[src/hw/rtl/s5udp_pkg.sv]
`timescale 1ns / 1ps

package s5udp_pkg;

    // Width of the saturating payload byte counter
    localparam int LEN_WIDTH = 16;

    localparam int BYTE_W   = 8;
    localparam int KIND_W   = 2;
    localparam int AK_W     = 2;
    localparam int IPV4_W   = 32;
    localparam int PORT_W   = 16;
    localparam int HDR_W    = 9;
    localparam int PLEN_W   = 16;
    localparam int STATUS_W = 3;

    localparam int IPV4_BYTES = IPV4_W / BYTE_W;
    localparam int IPV6_BYTES = 16;

    // Address type codes on the wire
    localparam logic [BYTE_W-1:0] ATYP_IPV4   = 8'h01;
    localparam logic [BYTE_W-1:0] ATYP_DOMAIN = 8'h03;
    localparam logic [BYTE_W-1:0] ATYP_IPV6   = 8'h04;

    // Result kinds
    localparam logic [KIND_W-1:0] KIND_DOMAIN  = 2'd0;
    localparam logic [KIND_W-1:0] KIND_SUMMARY = 2'd1;
    localparam logic [KIND_W-1:0] KIND_PAYLOAD = 2'd2;
    localparam logic [KIND_W-1:0] KIND_END     = 2'd3;

    // Address kinds in the header summary
    localparam logic [AK_W-1:0] AK_IPV4   = 2'd0;
    localparam logic [AK_W-1:0] AK_DOMAIN = 2'd1;
    localparam logic [AK_W-1:0] AK_IPV6   = 2'd2;

    // End status codes
    localparam logic [STATUS_W-1:0] ST_OK        = 3'd0;
    localparam logic [STATUS_W-1:0] ST_RSV       = 3'd1;
    localparam logic [STATUS_W-1:0] ST_FRAG      = 3'd2;
    localparam logic [STATUS_W-1:0] ST_ATYP      = 3'd3;
    localparam logic [STATUS_W-1:0] ST_TRUNCATED = 3'd4;

    typedef enum logic [11:0] {
        PH_RSV0  = 12'b0000_0000_0001,
        PH_RSV1  = 12'b0000_0000_0010,
        PH_FRAG  = 12'b0000_0000_0100,
        PH_ATYP  = 12'b0000_0000_1000,
        PH_IPV4  = 12'b0000_0001_0000,
        PH_DLEN  = 12'b0000_0010_0000,
        PH_DOM   = 12'b0000_0100_0000,
        PH_IPV6  = 12'b0000_1000_0000,
        PH_PORTH = 12'b0001_0000_0000,
        PH_PORTL = 12'b0010_0000_0000,
        PH_PAY   = 12'b0100_0000_0000,
        PH_ERR   = 12'b1000_0000_0000
    } phase_t;

    typedef struct packed {
        logic [KIND_W-1:0]   kind;
        logic [BYTE_W-1:0]   out_byte;
        logic [AK_W-1:0]     addr_kind;
        logic [IPV4_W-1:0]   ipv4_addr;
        logic [PORT_W-1:0]   dst_port;
        logic [HDR_W-1:0]    header_length;
        logic [PLEN_W-1:0]   payload_length;
        logic [STATUS_W-1:0] status;
        logic                last_of_run;
    } result_t;

    // Result queue: two results per byte plus one waiting at the output
    localparam int QDEPTH = 3;
    localparam int QPTR_W = $clog2(QDEPTH);
    localparam int QCNT_W = $clog2(QDEPTH + 1);

endpackage

[src/hw/rtl/s5udp_byte_if.sv]
`timescale 1ns / 1ps

interface s5udp_byte_if;
    logic                           valid;
    logic                           ready;
    logic [s5udp_pkg::BYTE_W-1:0]   in_byte;
    logic                           last_byte;

    modport source (output valid, input ready, output in_byte, output last_byte);
    modport sink   (input valid, output ready, input in_byte, input last_byte);
endinterface

[src/hw/rtl/s5udp_result_if.sv]
`timescale 1ns / 1ps

interface s5udp_result_if;
    logic                             valid;
    logic                             ready;
    logic [s5udp_pkg::KIND_W-1:0]     kind;
    logic [s5udp_pkg::BYTE_W-1:0]     out_byte;
    logic [s5udp_pkg::AK_W-1:0]       addr_kind;
    logic [s5udp_pkg::IPV4_W-1:0]     ipv4_addr;
    logic [s5udp_pkg::PORT_W-1:0]     dst_port;
    logic [s5udp_pkg::HDR_W-1:0]      header_length;
    logic [s5udp_pkg::PLEN_W-1:0]     payload_length;
    logic [s5udp_pkg::STATUS_W-1:0]   status;
    logic                             last_of_run;

    modport source (
        output valid, input ready,
        output kind, output out_byte, output addr_kind, output ipv4_addr,
        output dst_port, output header_length, output payload_length,
        output status, output last_of_run
    );
    modport sink (
        input valid, output ready,
        input kind, input out_byte, input addr_kind, input ipv4_addr,
        input dst_port, input header_length, input payload_length,
        input status, input last_of_run
    );
endinterface

[src/hw/rtl/socks5_udp_header_deframer.sv]
`timescale 1ns / 1ps

// SOCKS5 UDP datagram header deframer.
// rx_chan takes one datagram byte per transfer, last_byte set on the final one.
// tx_chan gives results: domain-name bytes, one header summary after the port,
// payload bytes, and an end status with the payload length on the final byte.
// Each byte is parsed in the cycle it is accepted and its results (zero, one or
// two) are written to a three-entry result queue; the queue head drives tx_chan,
// so each result is registered in the queue before it appears on tx_chan.
// Throughput: one byte per cycle while each byte yields at most one result and
// tx_chan is not stalled; a byte that yields two results (final byte with a data
// result) writes both into the queue at once. rx_chan.ready is high whenever at
// most one result is queued, independent of tx_chan.ready, so a stalled receiver
// backs up at most three results before input is held off.
// Reset empties the queue and returns the parser to the first reserved byte;
// after each final byte the parser returns to that state on its own.
// After a header error the rest of the datagram is dropped until its final
// byte, which reports the error with payload length zero.
module socks5_udp_header_deframer (
    input  logic               clk,
    input  logic               rst_n,
    s5udp_byte_if.sink         rx_chan,
    s5udp_result_if.source     tx_chan
);
    import s5udp_pkg::*;

    localparam logic [HDR_W-1:0]     HDR_MAX = '1;
    localparam logic [LEN_WIDTH-1:0] PAY_MAX = '1;

    // Parser state
    phase_t                 phase_reg, phase_next;
    logic [BYTE_W-1:0]      fcnt_reg, fcnt_next;
    logic [BYTE_W-1:0]      dlen_reg, dlen_next;
    logic [IPV4_W-1:0]      addr_reg, addr_next;
    logic [BYTE_W-1:0]      port_hi_reg, port_hi_next;
    logic [HDR_W-1:0]       hdr_cnt_reg, hdr_cnt_next;
    logic [LEN_WIDTH-1:0]   pay_cnt_reg, pay_cnt_next;
    logic [STATUS_W-1:0]    err_reg, err_next;
    logic [AK_W-1:0]        atyp_reg, atyp_next;

    // Result queue
    result_t                q_mem [QDEPTH];
    logic [QPTR_W-1:0]      wr_ptr_reg, wr_ptr_next;
    logic [QPTR_W-1:0]      rd_ptr_reg, rd_ptr_next;
    logic [QCNT_W-1:0]      cnt_reg, cnt_next;

    logic       accept;
    logic       pop;
    logic       has_data;
    result_t    data_res;
    result_t    end_res;
    logic [QPTR_W-1:0] wr_ptr_inc;

    function automatic logic [QPTR_W-1:0] ptr_inc(input logic [QPTR_W-1:0] p);
        logic [QPTR_W-1:0] r;
        if (p == QPTR_W'(QDEPTH - 1))
            r = '0;
        else
            r = p + 1'b1;
        return r;
    endfunction

    assign rx_chan.ready = (cnt_reg < QCNT_W'(2));
    assign accept        = rx_chan.valid && rx_chan.ready;
    assign pop           = tx_chan.valid && tx_chan.ready;

    always_comb
    begin
        phase_next   = phase_reg;
        fcnt_next    = fcnt_reg;
        dlen_next    = dlen_reg;
        addr_next    = addr_reg;
        port_hi_next = port_hi_reg;
        hdr_cnt_next = hdr_cnt_reg;
        pay_cnt_next = pay_cnt_reg;
        err_next     = err_reg;
        atyp_next    = atyp_reg;
        has_data     = 1'b0;
        data_res     = '0;

        if (phase_reg != PH_PAY && phase_reg != PH_ERR && hdr_cnt_reg != HDR_MAX)
            hdr_cnt_next = hdr_cnt_reg + 1'b1;

        case (phase_reg)
            PH_RSV0, PH_RSV1:
            begin
                if (rx_chan.in_byte != '0)
                begin
                    err_next   = ST_RSV;
                    phase_next = PH_ERR;
                end
                else if (phase_reg == PH_RSV0)
                    phase_next = PH_RSV1;
                else
                    phase_next = PH_FRAG;
            end
            PH_FRAG:
            begin
                if (rx_chan.in_byte != '0)
                begin
                    err_next   = ST_FRAG;
                    phase_next = PH_ERR;
                end
                else
                    phase_next = PH_ATYP;
            end
            PH_ATYP:
            begin
                fcnt_next = '0;
                if (rx_chan.in_byte == ATYP_IPV4)
                begin
                    atyp_next  = AK_IPV4;
                    addr_next  = '0;
                    phase_next = PH_IPV4;
                end
                else if (rx_chan.in_byte == ATYP_DOMAIN)
                begin
                    atyp_next  = AK_DOMAIN;
                    phase_next = PH_DLEN;
                end
                else if (rx_chan.in_byte == ATYP_IPV6)
                begin
                    atyp_next  = AK_IPV6;
                    phase_next = PH_IPV6;
                end
                else
                begin
                    err_next   = ST_ATYP;
                    phase_next = PH_ERR;
                end
            end
            PH_IPV4:
            begin
                addr_next = {addr_reg[IPV4_W-BYTE_W-1:0], rx_chan.in_byte};
                fcnt_next = fcnt_reg + 1'b1;
                if (fcnt_next >= BYTE_W'(IPV4_BYTES))
                    phase_next = PH_PORTH;
            end
            PH_DLEN:
            begin
                dlen_next  = rx_chan.in_byte;
                fcnt_next  = '0;
                phase_next = (rx_chan.in_byte != '0) ? PH_DOM : PH_PORTH;
            end
            PH_DOM:
            begin
                has_data          = 1'b1;
                data_res.kind     = KIND_DOMAIN;
                data_res.out_byte = rx_chan.in_byte;
                fcnt_next         = fcnt_reg + 1'b1;
                if (fcnt_next >= dlen_reg)
                    phase_next = PH_PORTH;
            end
            PH_IPV6:
            begin
                fcnt_next = fcnt_reg + 1'b1;
                if (fcnt_next >= BYTE_W'(IPV6_BYTES))
                    phase_next = PH_PORTH;
            end
            PH_PORTH:
            begin
                port_hi_next = rx_chan.in_byte;
                phase_next   = PH_PORTL;
            end
            PH_PORTL:
            begin
                has_data               = 1'b1;
                data_res.kind          = KIND_SUMMARY;
                data_res.addr_kind     = atyp_reg;
                data_res.ipv4_addr     = (atyp_reg == AK_IPV4) ? addr_reg : '0;
                data_res.dst_port      = {port_hi_reg, rx_chan.in_byte};
                data_res.header_length = hdr_cnt_next;
                phase_next             = PH_PAY;
            end
            PH_PAY:
            begin
                has_data          = 1'b1;
                data_res.kind     = KIND_PAYLOAD;
                data_res.out_byte = rx_chan.in_byte;
                if (pay_cnt_reg != PAY_MAX)
                    pay_cnt_next = pay_cnt_reg + 1'b1;
            end
            default:
            begin
                // error: drop bytes until the final one
            end
        endcase

        data_res.last_of_run = !rx_chan.last_byte;

        end_res             = '0;
        end_res.kind        = KIND_END;
        end_res.last_of_run = 1'b1;
        if (phase_next == PH_ERR)
            end_res.status = err_next;
        else if (phase_next == PH_PAY)
        begin
            end_res.status         = ST_OK;
            end_res.payload_length = PLEN_W'(pay_cnt_next);
        end
        else
            end_res.status = ST_TRUNCATED;
    end

    // Queue pointer and fill count
    always_comb
    begin
        wr_ptr_inc  = ptr_inc(wr_ptr_reg);
        wr_ptr_next = wr_ptr_reg;
        rd_ptr_next = pop ? ptr_inc(rd_ptr_reg) : rd_ptr_reg;
        cnt_next    = cnt_reg - QCNT_W'(pop);
        if (accept)
        begin
            if (has_data && rx_chan.last_byte)
            begin
                wr_ptr_next = ptr_inc(wr_ptr_inc);
                cnt_next    = cnt_next + QCNT_W'(2);
            end
            else if (has_data || rx_chan.last_byte)
            begin
                wr_ptr_next = wr_ptr_inc;
                cnt_next    = cnt_next + QCNT_W'(1);
            end
        end
    end

    always_ff @(posedge clk)
    begin
        if (accept)
        begin
            if (has_data)
            begin
                q_mem[wr_ptr_reg] <= data_res;
                if (rx_chan.last_byte)
                    q_mem[wr_ptr_inc] <= end_res;
            end
            else if (rx_chan.last_byte)
                q_mem[wr_ptr_reg] <= end_res;
        end
    end

    always_ff @(posedge clk or negedge rst_n)
    begin
        if (!rst_n)
        begin
            wr_ptr_reg <= '0;
            rd_ptr_reg <= '0;
            cnt_reg    <= '0;
        end
        else
        begin
            wr_ptr_reg <= wr_ptr_next;
            rd_ptr_reg <= rd_ptr_next;
            cnt_reg    <= cnt_next;
        end
    end

    always_ff @(posedge clk or negedge rst_n)
    begin
        if (!rst_n)
        begin
            phase_reg   <= PH_RSV0;
            fcnt_reg    <= '0;
            dlen_reg    <= '0;
            addr_reg    <= '0;
            port_hi_reg <= '0;
            hdr_cnt_reg <= '0;
            pay_cnt_reg <= '0;
            err_reg     <= '0;
            atyp_reg    <= '0;
        end
        else if (accept)
        begin
            if (rx_chan.last_byte)
            begin
                // end of datagram: start over for the next one
                phase_reg   <= PH_RSV0;
                fcnt_reg    <= '0;
                dlen_reg    <= '0;
                addr_reg    <= '0;
                port_hi_reg <= '0;
                hdr_cnt_reg <= '0;
                pay_cnt_reg <= '0;
                err_reg     <= '0;
                atyp_reg    <= '0;
            end
            else
            begin
                phase_reg   <= phase_next;
                fcnt_reg    <= fcnt_next;
                dlen_reg    <= dlen_next;
                addr_reg    <= addr_next;
                port_hi_reg <= port_hi_next;
                hdr_cnt_reg <= hdr_cnt_next;
                pay_cnt_reg <= pay_cnt_next;
                err_reg     <= err_next;
                atyp_reg    <= atyp_next;
            end
        end
    end

    assign tx_chan.valid          = (cnt_reg != '0);
    assign tx_chan.kind           = q_mem[rd_ptr_reg].kind;
    assign tx_chan.out_byte       = q_mem[rd_ptr_reg].out_byte;
    assign tx_chan.addr_kind      = q_mem[rd_ptr_reg].addr_kind;
    assign tx_chan.ipv4_addr      = q_mem[rd_ptr_reg].ipv4_addr;
    assign tx_chan.dst_port       = q_mem[rd_ptr_reg].dst_port;
    assign tx_chan.header_length  = q_mem[rd_ptr_reg].header_length;
    assign tx_chan.payload_length = q_mem[rd_ptr_reg].payload_length;
    assign tx_chan.status         = q_mem[rd_ptr_reg].status;
    assign tx_chan.last_of_run    = q_mem[rd_ptr_reg].last_of_run;

endmodule
[src/flat_wrapper.sv]
// flat-port wrapper written by rule: the top's interface ports become plain ports
module socks5_udp_header_deframer_flat import s5udp_pkg::*;
  (clk, rst_n, rx_chan_valid, rx_chan_ready, rx_chan_in_byte, rx_chan_last_byte, tx_chan_valid, tx_chan_ready, tx_chan_kind, tx_chan_out_byte, tx_chan_addr_kind, tx_chan_ipv4_addr, tx_chan_dst_port, tx_chan_header_length, tx_chan_payload_length, tx_chan_status, tx_chan_last_of_run);
  s5udp_byte_if rx_chan_i ();
  s5udp_result_if tx_chan_i ();
  input  logic clk;
  input  logic rst_n;
  input wire logic [$bits(rx_chan_i.valid)-1:0] rx_chan_valid;
  output wire logic [$bits(rx_chan_i.ready)-1:0] rx_chan_ready;
  input wire logic [$bits(rx_chan_i.in_byte)-1:0] rx_chan_in_byte;
  input wire logic [$bits(rx_chan_i.last_byte)-1:0] rx_chan_last_byte;
  output wire logic [$bits(tx_chan_i.valid)-1:0] tx_chan_valid;
  input wire logic [$bits(tx_chan_i.ready)-1:0] tx_chan_ready;
  output wire logic [$bits(tx_chan_i.kind)-1:0] tx_chan_kind;
  output wire logic [$bits(tx_chan_i.out_byte)-1:0] tx_chan_out_byte;
  output wire logic [$bits(tx_chan_i.addr_kind)-1:0] tx_chan_addr_kind;
  output wire logic [$bits(tx_chan_i.ipv4_addr)-1:0] tx_chan_ipv4_addr;
  output wire logic [$bits(tx_chan_i.dst_port)-1:0] tx_chan_dst_port;
  output wire logic [$bits(tx_chan_i.header_length)-1:0] tx_chan_header_length;
  output wire logic [$bits(tx_chan_i.payload_length)-1:0] tx_chan_payload_length;
  output wire logic [$bits(tx_chan_i.status)-1:0] tx_chan_status;
  output wire logic [$bits(tx_chan_i.last_of_run)-1:0] tx_chan_last_of_run;
  assign rx_chan_i.valid = rx_chan_valid;
  assign rx_chan_ready = rx_chan_i.ready;
  assign rx_chan_i.in_byte = rx_chan_in_byte;
  assign rx_chan_i.last_byte = rx_chan_last_byte;
  assign tx_chan_valid = tx_chan_i.valid;
  assign tx_chan_i.ready = tx_chan_ready;
  assign tx_chan_kind = tx_chan_i.kind;
  assign tx_chan_out_byte = tx_chan_i.out_byte;
  assign tx_chan_addr_kind = tx_chan_i.addr_kind;
  assign tx_chan_ipv4_addr = tx_chan_i.ipv4_addr;
  assign tx_chan_dst_port = tx_chan_i.dst_port;
  assign tx_chan_header_length = tx_chan_i.header_length;
  assign tx_chan_payload_length = tx_chan_i.payload_length;
  assign tx_chan_status = tx_chan_i.status;
  assign tx_chan_last_of_run = tx_chan_i.last_of_run;
  socks5_udp_header_deframer u_core (.clk(clk), .rst_n(rst_n), .rx_chan(rx_chan_i), .tx_chan(tx_chan_i));
endmodule
[config.mk]
export PLATFORM = sky130hd
export DESIGN_NAME = socks5_udp_header_deframer_flat
export DESIGN_NICKNAME = d
export VERILOG_FILES = /design/src/hw/rtl/s5udp_pkg.sv /design/src/hw/rtl/s5udp_byte_if.sv /design/src/hw/rtl/s5udp_result_if.sv /design/src/hw/rtl/socks5_udp_header_deframer.sv /design/src/flat_wrapper.sv
export SDC_FILE = /design/constraint.sdc
export NUM_CORES = 1
export LEC_CHECK = 0
export BUFFER_PORTS_ARGS = -buffer_cell sky130_fd_sc_hd__buf_2
export CORE_ASPECT_RATIO = 2
export CORE_MARGIN = 5
export CORE_UTILIZATION = 64
export DETAILED_ROUTE_END_ITERATION = 6
export PLACE_DENSITY = 0.87
export SLEW_MARGIN = 20
export SYNTH_ARGS = -nofsm -noshare
export SYNTH_HDL_FRONTEND = slang
export SYNTH_SLANG_ARGS = --single-unit
[constraint.sdc]
create_clock -name clk -period 6.58 [get_ports clk]
set_input_delay 0.658 -clock clk [delete_from_list [all_inputs] [get_ports clk]]
set_output_delay 0.658 -clock clk [all_outputs]
set_load 0.01 [all_outputs]
Word level (Yosys, flattened, before mapping)
Memories as Yosys holds them, arrays and structs flattened.
Cells that the tools add are included.
- flip-flop bits (word level): 104
- memory bits (writable): 267
- input bits: 13
- output and inout bits: 91
- logic and storage cells: 145
- memories kept: 1
- memory list (memory ; depth ; width ; rd ports ; clocked after memory_dff ; wr ports ; RTL line ; source):
    u_core.q_mem ; 3 ; 89 ; 1 ; 0 ; 2 ; socks5_udp_header_deframer.sv:42 ; result_t q_mem [QDEPTH];
- add/subtract/negate cells: 9
- order comparisons: 4
- eq/ne operators: 24
- multiplexer cells: 66
- bitwise operators: 1
- reduce and logical (&&, ||, !) cells: 28
- operator list (cell ; number):
    2-to-1 mux 12 bit ; 9
    one-hot mux 12 bit (9 select lines) ; 1
    2-to-1 mux 32 bit ; 3
    2-to-1 mux 89 bit ; 1
    2-to-1 mux 16 bit ; 5
    one-hot mux 32 bit (2 select lines) ; 1
    2-to-1 mux 59 bit ; 1
    2-to-1 mux 8 bit ; 6
    2-to-1 mux 3 bit ; 9
    2-to-1 mux 9 bit ; 3
    2-to-1 mux 2 bit ; 13
    == test 12 x 11 -> 1 bit, second input constant ; 2
    adder 16 x 1 -> 16 bit, second input constant ; 1
    inequality test 16 bit, second input constant ; 1
    one-hot mux 8 bit (2 select lines) ; 1
    == test 12 x 1 -> 1 bit, second input constant ; 1
    == test 12 x 10 -> 1 bit, second input constant ; 1
    == test 12 bit, second input constant ; 1
    == test 12 x 2 -> 1 bit, second input constant ; 1
    == test 12 x 3 -> 1 bit, second input constant ; 1
    == test 12 x 4 -> 1 bit, second input constant ; 1
    == test 12 x 5 -> 1 bit, second input constant ; 1
    == test 12 x 6 -> 1 bit, second input constant ; 1
    == test 12 x 7 -> 1 bit, second input constant ; 1
    other kinds (35) ; 66

Logic depth before layout (Yosys ltp)
- depth in word-level cells: 9
- gate-level depth with buffers: 14
- gate-level depth less buffers: 11

Least setup slack after synthesis
OpenSTA, ideal clock, no wires.
- path kind: reg-to-reg
- start: register u_core.fcnt_reg[0]
- end: memory u_core.q_mem[1][13] in the netlist's numbering, data pin
- setup time: 0.270 ns
- data arrival time: 2.835 ns
- data required time: 6.310 ns
- path slack: 3.475 ns
- cell stages (with the launch flop): 15
- path buffers: 3
- clock period less this slack: 3.105 ns
- path through: dfrtp_1 ha_1 buf_2 nand3_1 xnor2_1 ha_1 a21o_1 a21oi_1 o21ai_0 a2111o_1 o211ai_2 a22o_1 buf_6 buf_6 nor4_1
- RTL lines (what ; RTL line ; source):
    from (decl) ; socks5_udp_header_deframer.sv:32 ; logic [BYTE_W-1:0] fcnt_reg, fcnt_next;
    from (signal assigned) ; socks5_udp_header_deframer.sv:290 ; fcnt_reg <= fcnt_next;
    to (decl) ; socks5_udp_header_deframer.sv:42 ;

Worst setup path in the final report
- start: register u_core.rd_ptr_reg[0]
- end: output tx_chan_dst_port[2]
- word-level cells in the longest chain between the ends: 1
- ends and longest elaborated chain (what ; RTL line ; source):
    from (decl) ; socks5_udp_header_deframer.sv:44 ; logic [QPTR_W-1:0] rd_ptr_reg, rd_ptr_next;
    from (signal assigned) ; socks5_udp_header_deframer.sv:253 ; rd_ptr_reg <= rd_ptr_next;
    memory (3 x 89 bit) ; n/a ;
    to (decl) ; flat_wrapper.sv:18 ; output wire logic [$bits(tx_chan_i.dst_port)-1:0] tx_chan_dst_port;
No other way between the ends.

==> flow_summary.ini <==
[finish]
largest_reg_flops = 267
area_delta_synth_final_pct = 8.47
antenna_cells = 0
drive_above_1_share = 0.122
nets = 1880

[logic_synthesis]
synth_cells = 1864
ys_warn_count = 0
synth.cell_area_um2 = 17200
synth_edf_count = 57
synth_top_area_share = 0.245
ys_types = 78
synth_top_cells_by_count = 268 x nand2_1, 268 x o21ai_0, 210 x dfxtp_1
syn_nets = 1889
yosysSeqAreaShare = 0.496
synth_area_leader_cell = dfxtp_1
synth_seq_cells = 371
yosys-top-cells-area = dfxtp_1 24%, dfrtp_1 15%, edfxtp_1 10%, o21ai_0 7.8%, nand2_1 5.9%
async_flop_share = 0.280
syn_avg_cell_area_um2 = 9.22
synthFlopType = dfxtp_1

[pwr]
ir_drop_uv = 278
switchingPower_mw = 2.18
clkPwrFrac = 0.287
p_leak_nw = 7.05
p_per_area_nw_per_um2 = 339
pwr-share-seq = 0.464
pwr-share-comb = 0.249
intPower_mw = 4.14
sw_frac_of_total = 0.345

[worst_setup_path]
crit_path_max_fanout = 54
crit_type = flop to primary output
cp-end-kind = primary output
crit_family = flip-flops
crit_chain = buf_4 -> mux2i_1 -> o21ai_0 -> buf_2
slowest_stage = dfrtp_4
path_buf_inv = 2
crit_path_start_kind = flop
critPathLaunch = u_core.rd_ptr_reg[0]
worstPathRequired_ns = 5.92
r2r_start = u_core.fcnt_reg[0]
max_stage_delay_ns = 1.08
crit_arrival_ns = 3.18

[timing]
slew_headroom = 0.332
timing.final.crit_share = 0.583
finClkSkew_ns = 0.0245
slew_violations = 0
tightest_slew_ns = 1.00
finalSetupViolations = 0
fmaxAchievable_ghz = 0.261
finalHoldViolations = 0
worst_slack_ns = 2.75
tns_ns = 0
period_minus_slack_ns = 3.83
rsz0062_at_grt = false

[floorplanning]
core-area_um2 = 26700
die_x_um = 126
die_y_um = 242
die-area_um2 = 30400
initial_utilization = 0.644
pin_count = 104
placementRows = 85

[min_path]
hold_class = primary input to async pin

[cts]
numCtsBuffers = 30
tritoncts = done
cts.clk_slew.worst_paths_ns = 0.07
post_cts_buffers = 0
clk_latency_ns = 0.57
ctsResizeCount = 0
hold_buffers = 0
clock_path_buffers = 3
cts.htree.levels = 1
clock-sinks = 371
cts-root-buf = clkbuf_16

[routing]
wl_per_cell_um = 18.7
drc = 1
drt_iter0_markers = 1648
via_count = 14200
dr.pass1.iters = 7
antenna_left = 0
totalWireLength_mm = 41.6
avgViaCountPerCell = 6.35

[place]
dp_slack_ns = 2.53
io_buffers = 103
place_hpwl_mm = 26.3
gp_congestion = 0.942

[global_routing]
grt_use_total = 0.265
antenna_found_initial = 0
overflow = 0
grt_max_degree = 106
grt_first_pass_wirelength_mm = 68.7
grt_pass1_vias = 13500

[status]
status = complete, but fails checks
violations = design-rule violations

[flow_run]
drv_cap = 0
[power by group through the flow]
stage	sequential [mW]	clock, mW	combinational (mW)
2_1_floorplan	2.71	0	1.43
3_3_place_gp	2.95	0	1.51
3_5_place_dp	2.96	0	1.54
4_1_cts	2.92	1.83	1.55
5_1_grt	2.97	1.91	1.72
6_report	2.93	1.82	1.57
[layer usage]
layer,global-route usage,routed length [um],vias up
met1,0.364,17600,6732
met2,0.434,19900,605
li1,-,-,6719
met4,0.0865,1130,0
met3,0.0358,2910,95
met5,0,0,-
[path summary, 6_finish.rpt]
| path | to | slack [ns] | depth (start not counted) |
|---|---|---|---|
| max | tx_chan_dst_port[2] | 2.75 | 4 |
| min | u_core.addr_reg[4] | 0.13 | 1 |
| max reg2reg | u_core.q_mem[0][12] | 2.79 | 11 |
| min reg2reg | u_core.q_mem[2][87] | 0.46 | 2 |
| max in group asynchronous | u_core.rd_ptr_reg[1] | 5.20 | 2 |
| min in group clk | u_core.cnt_reg[1] | 0.44 | 3 |
[stage by stage]
| stage | util | instances | power [mW] | instance area [um^2] | hold slack [ns] |
|---|---|---|---|---|---|
| after floorplan | - | 1864 | 4.15 | 17200 | 0.362 |
| final | 0.699 | 2227 | 6.32 | 18600 | 0.127 |
| after detailed placement | 0.661 | 2171 | 4.51 | 17600 | 0.445 |
| after CTS | 0.698 | 2227 | 6.31 | 18600 | 0.140 |
| after global routing | 0.699 | 2227 | 6.61 | 18600 | 0.175 |
| after global placement | 0.661 | 2171 | 4.46 | 17600 | 0.433 |
[cell usage in the layout (no fill, tap or decap), types with 8 or more instances in the layout]
| cell type | n |
|---|---|
| edfxtp_1 | 57 |
| xnor2_1 | 18 |
| a21oi_1 | 40 |
| o2bb2ai_1 | 38 |
| nand2b_1 | 11 |
| dfrtp_1 | 101 |
| clkinv_2 | 8 |
| nor4_1 | 46 |
| or3_1 | 8 |
| buf_4 | 22 |
| o22ai_1 | 9 |
| nand4_1 | 18 |
| nor3_1 | 24 |
| o21ai_0 | 268 |
| a22oi_1 | 16 |
| xor2_1 | 17 |
| clkbuf_16 | 30 |
| nor4_2 | 14 |
| o21ai_1 | 17 |
| ha_1 | 12 |
| mux2i_1 | 98 |
| a22o_1 | 60 |
| inv_1 | 23 |
| nand3_1 | 140 |
| buf_2 | 102 |
| o21a_1 | 9 |
| nor2_1 | 62 |
| nand2_1 | 267 |
| dfxtp_1 | 210 |
[logic make-up after synthesis]
logic type,count (synthesis),synth area share
XOR/XNOR,35,0.0178
AO/OA/AOI/OAI,504,0.182
adder cells (fa/ha/maj),14,0.00990
AND/OR/NAND/NOR,652,0.189
buffers and inverters,189,0.0483
flip-flops,371,0.496
multiplexers,99,0.0577
[cell type report]
cell class	count	area, um^2
Timing Repair Buffer	124	676
Fill cell	1998	8050
Inverter	24	90.1
Multi-Input combinational cell	1304	7930
Tap cell	348	435
Clock buffer	34	776
Sequential cell	371	8530
Clock inverter	22	220
(Power assumes the default switching activity.)
